**src/sv/rgbc_pkg.sv**
```systemverilog
// ----------------------------------------------------------------------------
// RGB 3x3 convolution package
// Shared sizes, register indexes and item types of the RGB 3x3 filter.
// ----------------------------------------------------------------------------
package rgbc_pkg;

   localparam int MAX_WIDTH      = 1024;
   localparam int MAX_HEIGHT     = 4096;
   localparam int COEF_FRAC_BITS = 8;

   localparam int PIX_W      = 8;
   localparam int RGB_W      = 3 * PIX_W;
   localparam int COEF_W     = 16;
   localparam int ROW_COEF_W = 3 * COEF_W;
   localparam int WIDTH_W    = 11;
   localparam int HEIGHT_W   = 13;
   localparam int COL_W      = $clog2(MAX_WIDTH);
   localparam int IN_ROW_W   = 13;
   localparam int OUT_ROW_W  = 12;
   localparam int CMP_W      = 16;

   localparam int PROD_W = PIX_W + 1 + COEF_W;
   localparam int CSUM_W = PROD_W + 2;
   localparam int TSUM_W = CSUM_W + 2;

   localparam int CSR_IDX_W  = 3;
   localparam int CSR_DATA_W = ROW_COEF_W;

   localparam logic [CSR_IDX_W-1:0] CSR_COEF_TOP = 3'd0;
   localparam logic [CSR_IDX_W-1:0] CSR_COEF_MID = 3'd1;
   localparam logic [CSR_IDX_W-1:0] CSR_COEF_BOT = 3'd2;
   localparam logic [CSR_IDX_W-1:0] CSR_WIDTH    = 3'd3;
   localparam logic [CSR_IDX_W-1:0] CSR_HEIGHT   = 3'd4;

   localparam int Q_DEPTH = 8;
   localparam int Q_PTR_W = $clog2(Q_DEPTH);
   localparam int OCC_W   = Q_PTR_W + 1;

   typedef logic [RGB_W-1:0]           pix_type;
   typedef logic [2:0][RGB_W-1:0]      col_type;
   typedef logic [2:0][COEF_W-1:0]     coef_col_type;
   typedef logic signed [CSUM_W-1:0]   csum_type;

   typedef struct packed {
      logic shift;
      logic clear;
   } cell_ctrl_type;

   typedef struct packed {
      logic row_top;
      logic row_bot;
      logic column;
   } cell_mask_type;

   typedef struct packed {
      logic emit;
      logic top;
      logic bot;
      logic left;
      logic right;
      logic last;
   } item_ctl_type;

   typedef struct packed {
      logic [PIX_W-1:0] in_red;
      logic [PIX_W-1:0] in_green;
      logic [PIX_W-1:0] in_blue;
      logic             drain;
   } req_type;

   typedef struct packed {
      logic [PIX_W-1:0] out_red;
      logic [PIX_W-1:0] out_green;
      logic [PIX_W-1:0] out_blue;
      logic             frame_last;
   } rsp_type;

endpackage

```
**src/sv/rgbc_cell.sv**
```systemverilog
// ----------------------------------------------------------------------------
// RGB 3x3 convolution window cell
// Holds one column of the 3x3 window, passes it to its left neighbor on each
// shift, and forms the registered per-channel column sum of products.
// ----------------------------------------------------------------------------
module rgbc_cell
   import rgbc_pkg::*;
(
   input  logic          clock,
   input  logic          reset,
   input  cell_ctrl_type ctrl,
   input  col_type       shift_in,
   output col_type       hand_out,
   input  coef_col_type  coef,
   input  cell_mask_type mask,
   output csum_type      col_sum [3]
);

   col_type                  col_ff;
   col_type                  col_in;
   logic                     row_on [3];
   logic signed [PROD_W-1:0] prod [3][3];
   csum_type                 sum_in [3];
   csum_type                 sum_ff [3];

   assign hand_out = ctrl.clear ? '0 : col_ff;

   always_comb begin
      col_in = col_ff;
      if (ctrl.shift) begin
         col_in = shift_in;
      end else if (ctrl.clear) begin
         col_in = '0;
      end
   end

   always_ff @(posedge clock) begin
      if (reset) begin
         col_ff <= '0;
      end else begin
         col_ff <= col_in;
      end
   end

   assign row_on[0] = mask.column & mask.row_top;
   assign row_on[1] = mask.column;
   assign row_on[2] = mask.column & mask.row_bot;

   always_comb begin
      for (int ch = 0; ch < 3; ch++) begin
         for (int r = 0; r < 3; r++) begin
            prod[ch][r] = PROD_W'($signed({1'b0, col_ff[r][PIX_W*ch +: PIX_W]})) *
                          PROD_W'($signed(coef[r]));
         end
      end
   end

   always_comb begin
      for (int ch = 0; ch < 3; ch++) begin
         sum_in[ch] = '0;
         for (int r = 0; r < 3; r++) begin
            if (row_on[r]) begin
               sum_in[ch] = sum_in[ch] + CSUM_W'(prod[ch][r]);
            end
         end
      end
   end

   always_ff @(posedge clock) begin
      for (int ch = 0; ch < 3; ch++) begin
         sum_ff[ch] <= sum_in[ch];
      end
   end

   assign col_sum = sum_ff;

endmodule

```
**config.mk**
```make
export PLATFORM = sky130hd
export DESIGN_NAME = rgbc_cell
export DESIGN_NICKNAME = d
export VERILOG_FILES = /design/src/sv/rgbc_pkg.sv /design/src/sv/rgbc_cell.sv
export SDC_FILE = /design/constraint.sdc
export NUM_CORES = 2
export LEC_CHECK = 0
export BUFFER_PORTS_ARGS = -buffer_cell sky130_fd_sc_hd__buf_2
export CAP_MARGIN = 25
export CORE_MARGIN = 2
export CORE_UTILIZATION = 55
export CTS_BUF_LIST = sky130_fd_sc_hd__clkbuf_8
export DETAILED_ROUTE_END_ITERATION = 12
export GPL_TIMING_DRIVEN = 0
export HOLD_SLACK_MARGIN = 0.02
export PLACE_DENSITY = 0.8
export REMOVE_ABC_BUFFERS = 1
export SLEW_MARGIN = 25
export SYNTH_ARGS = -nofsm -noshare
export SYNTH_HDL_FRONTEND = slang
export SYNTH_SLANG_ARGS = --single-unit
```
**constraint.sdc**
```tcl
create_clock -name clock -period 11.3 [get_ports clock]
set_input_delay 2.26 -clock clock [delete_from_list [all_inputs] [get_ports clock]]
set_output_delay 2.26 -clock clock [all_outputs]
set_load 0.01 [all_outputs]
```
==> metrics.md <==
| Metric | Value |
|---|---|
| FP Rows | 112 |
| Global route total overflow | 0 |
| Number of cells on the worst hold path | 3 |
| Primary FF master, synth | dfxtp_1 |
| Die height | slightly above 300 um |
| PwrDens | 106 nW/um^2 |
| VDD IR-drop max | ~0.11 mV |
| Vias in the first global route | around 42,000 |
| Crit path DAT | between 10 and 15 ns |
| Reg-to-Reg Start | col_ff[8] |
| DR WL/cell | approximately 18 um |
| Crit path max-delay cell type | fa_1 |
| Worst slew pin tran | around 1.0 ns |
| Final core occ | 0.590 |
| Yosys cell types | 81 |
| Most frequent cell on the critical path | fa_1 |
| Number of synthesized flops with an enable pin | 0 |
| Core Footprint | around 94,000 sq um |
| Leading post-synthesis cells by cell area | fa_1 41%, ha_1 12%, inv_1 9.7% |
| Max Slew Vio Count | 0 |
| CTS max path bufs | 2 |
| Die Wd | approximately 310 um |
| R2r endpoint | col_sum[53] |
| Global Route Usage Sum | 0.276 |
| Final antenna-violating net count | 0 |
| First-pass GRT wire length | ~210,000 um |
| CTS buffer count | 17 |
| MaxCap Viol Count | 0 |
| Fin crit period | around 11 ns |
| Via count | between 30,000 and 40,000 |
| Nets | approximately 7,700 |
| Fin. Hold Viols | 0 |
| Reg2reg path depth | 40 |
| Pre-CTS setup slack | -1.27 ns |
| HPWL Detailed | between 100,000 and 150,000 um |
| H-tree depth | 4 |
| Fmax | roughly 0.090 GHz |
| Clock transition at the registers of the reported paths | around 0.11 ns |
| Worst hold path type | reg -> reg |
| Startpoint types | primary input |
| CTS tree | built |
| Worst-Skew Late Latency | 0.66 ns |
| Max_slew headroom | 0.310 |
| Synth Cell Area | 52,200 sq um |
| Worst Path Required | 11.83 ns |
| Final non-filler cell total | approximately 7,300 |
| Fraction of layout cells with a size suffix above 1 | 0.0707 |
| FILL cells | roughly 8,000 |
| RSZ-0062 raised after global routing | yes |
| Maximum fanout along the worst path | 24 |
| Post-synthesis instance total | around 6,000 |
| CP endpoint kind | flip-flop |
| DRC violations left | 0 |
| Status | completed |
| Placer's final routability congestion estimate | 0.944 |
| CP bufs+invs | 4 |
| Synth async-reset ratio | 0 |
| Die area | around 100,000 sq um |
| Initial core utilization | 0.557 |
| CP max stage delay | about 0.57 ns |
| Hold Startpoint | col_ff[23] |
| Post-synth top area share | 0.410 |
| Post-synth top area cell | fa_1 |
| DR vias/cell | 5.43 |
| Setup-failing EPs final | 0 |
| Sum Neg Setup Slack | 0 ns |
| CTS root buffer | clkbuf_8 |
| Total Wirelength | ~130,000 um |
| Lkg Pwr | 30.3 nW |
| Initial DRC count | around 2,400 |
| Synth-to-Final Area Change | 5.93% |
| Hold Buf Count CTS | 0 |
| Yosys reg bits | 153 |
| Worst setup margin | about 0.15 ns |
| I/O Pins | 280 |
| Reg-to-reg setup timing slack | around 1.1 ns |
| Syn. warnings | 0 |
| Worst Skew | around 0.039 ns |
| Register area share after synthesis | 0.0587 |
| Port Buffers | between 200 and 300 |
| Router iterations before antenna repair | 6 |
| Period utilization | 0.987 |
| Inst Count DP | 7,261 |
| Avg Inst Size Synth | 8.73 sq um |
| Initial antenna violation count | 6 |
| Delay-heaviest family, CP | adder cells |
| Hold EP | col_ff[23] |
| Setup CP Type | in -> reg |
| Largest net degree at the start of global routing | 68 |
| Clk sink count | between 150 and 200 |
[repair_timing]
| action | 4_1_cts | 5_1_grt |
|---|---|---|
| buffers inserted | 0 | 3 |
| resized for setup | 22 | 87 |
| endpoints found under the setup margin | 8 | 17 |
| pin swaps | 0 | 18 |
[cells in the mapped netlist (88+ instances only)]
| cell | count |
|---|---|
| a21oi_1 | 162 |
| and2_1 | 725 |
| clkbuf_1 | 241 |
| dfxtp_1 | 153 |
| fa_1 | 1068 |
| ha_1 | 504 |
| inv_1 | 1341 |
| mux2i_1 | 88 |
| nand2_1 | 604 |
| nor2_1 | 231 |
| nor2b_1 | 97 |
| o21ai_0 | 117 |
| xnor2_1 | 127 |
[where the power goes]
group	internal, W	total (W)	switching (W)
Sequential	0.000656	0.000751	0.0000952
Combinational	0.00189	0.00461	0.00272
Clock	0.000182	0.000478	0.000296
[kinds of logic after synthesis]
kind of cell | share of synthesized area
simple gates | 0.180
buf+inv | 0.115
mux | 0.0175
xor+xnor | 0.0333
fa+ha+maj | 0.531
compound gates | 0.0652
flops | 0.0587
[final cells by class]
type | instances | area, sq um | share of cell area
inverter | 1341 | 5030 | 0.0911
multi-input combinational | 4229 | 43600 | 0.788
clock inverter | 14 | 156 | 0.00283
sequential | 153 | 3060 | 0.0554
antenna | 4 | 10.0 | 0.000181
tap | 1254 | 1570 | 0.0284
clock buffer | 17 | 234 | 0.00424
timing repair buffer | 287 | 1630 | 0.0294
[metrics by stage]
stage	hold slack (ns)	cell area, sq um	power [W]
after floorplan	0.769	51200	0.00395
after global placement	0.902	54200	0.00497
after detailed placement	0.913	54300	0.00514
after CTS	0.935	54800	0.00569
after global routing	0.988	55200	0.00644
final	0.939	55200	0.00584
[cells in the final DEF (no fill, tap or decap), types with 9 or more instances in the layout]
| cell type | count |
|---|---|
| a211oi_1 | 17 |
| a21o_1 | 69 |
| a21oi_1 | 148 |
| a21oi_2 | 16 |
| a221o_1 | 9 |
| a31oi_1 | 10 |
| and2_1 | 724 |
| and3_1 | 30 |
| buf_2 | 262 |
| clkbuf_8 | 17 |
| dfxtp_1 | 153 |
| fa_1 | 1068 |
| ha_1 | 496 |
| inv_1 | 1340 |
| mux2i_1 | 88 |
| nand2_1 | 602 |
| nand2b_1 | 21 |
| nand3_1 | 38 |
| nor2_1 | 220 |
| nor2_2 | 10 |
| nor2b_1 | 97 |
| nor3_1 | 30 |
| o211ai_1 | 12 |
| o21a_1 | 22 |
| o21ai_0 | 110 |
| o21bai_1 | 25 |
| o22ai_1 | 10 |
| or3_1 | 18 |
| xnor2_1 | 119 |
| xor2_1 | 66 |
[layer usage]
metal / up-vias / track usage / wire length [um]
met3: 221 / 0.0476 / 9840
met1: 19982 / 0.371 / 54800
met2: 1385 / 0.453 / 60600
met4: 6 / 0.0920 / 4100
met5: - / 0 / 41
li1: 18029 / - / -
[flip-flops by register name, summed over array words and instances (netlist names)]
name     count
col_sum     81
col_ff      72
[worst register-to-register path: cells and delay by family (launching register included)]
family	cells	cell delay, ns
buf+inv	3	0.15
compound gates	14	2.75
fa+ha+maj	9	4.07
simple gates	12	1.78
flops	1	0.81
xor+xnor	2	0.56
[how the worst max path moves through the flow]
stage            start          end  slack, ns  depth (start not counted)
2_1_floorplan  coef[7]  col_sum[80]       0.53                         36
3_3_place_gp   coef[4]  col_sum[26]      -1.21                         38
3_5_place_dp   coef[7]  col_sum[53]      -1.27                         41
4_1_cts        coef[7]  col_sum[53]      -0.04                         41
5_1_grt        coef[7]  col_sum[53]      -0.15                         41
6_report       coef[8]  col_sum[53]       0.15                         41
Power figures use the tool's default switching activity.
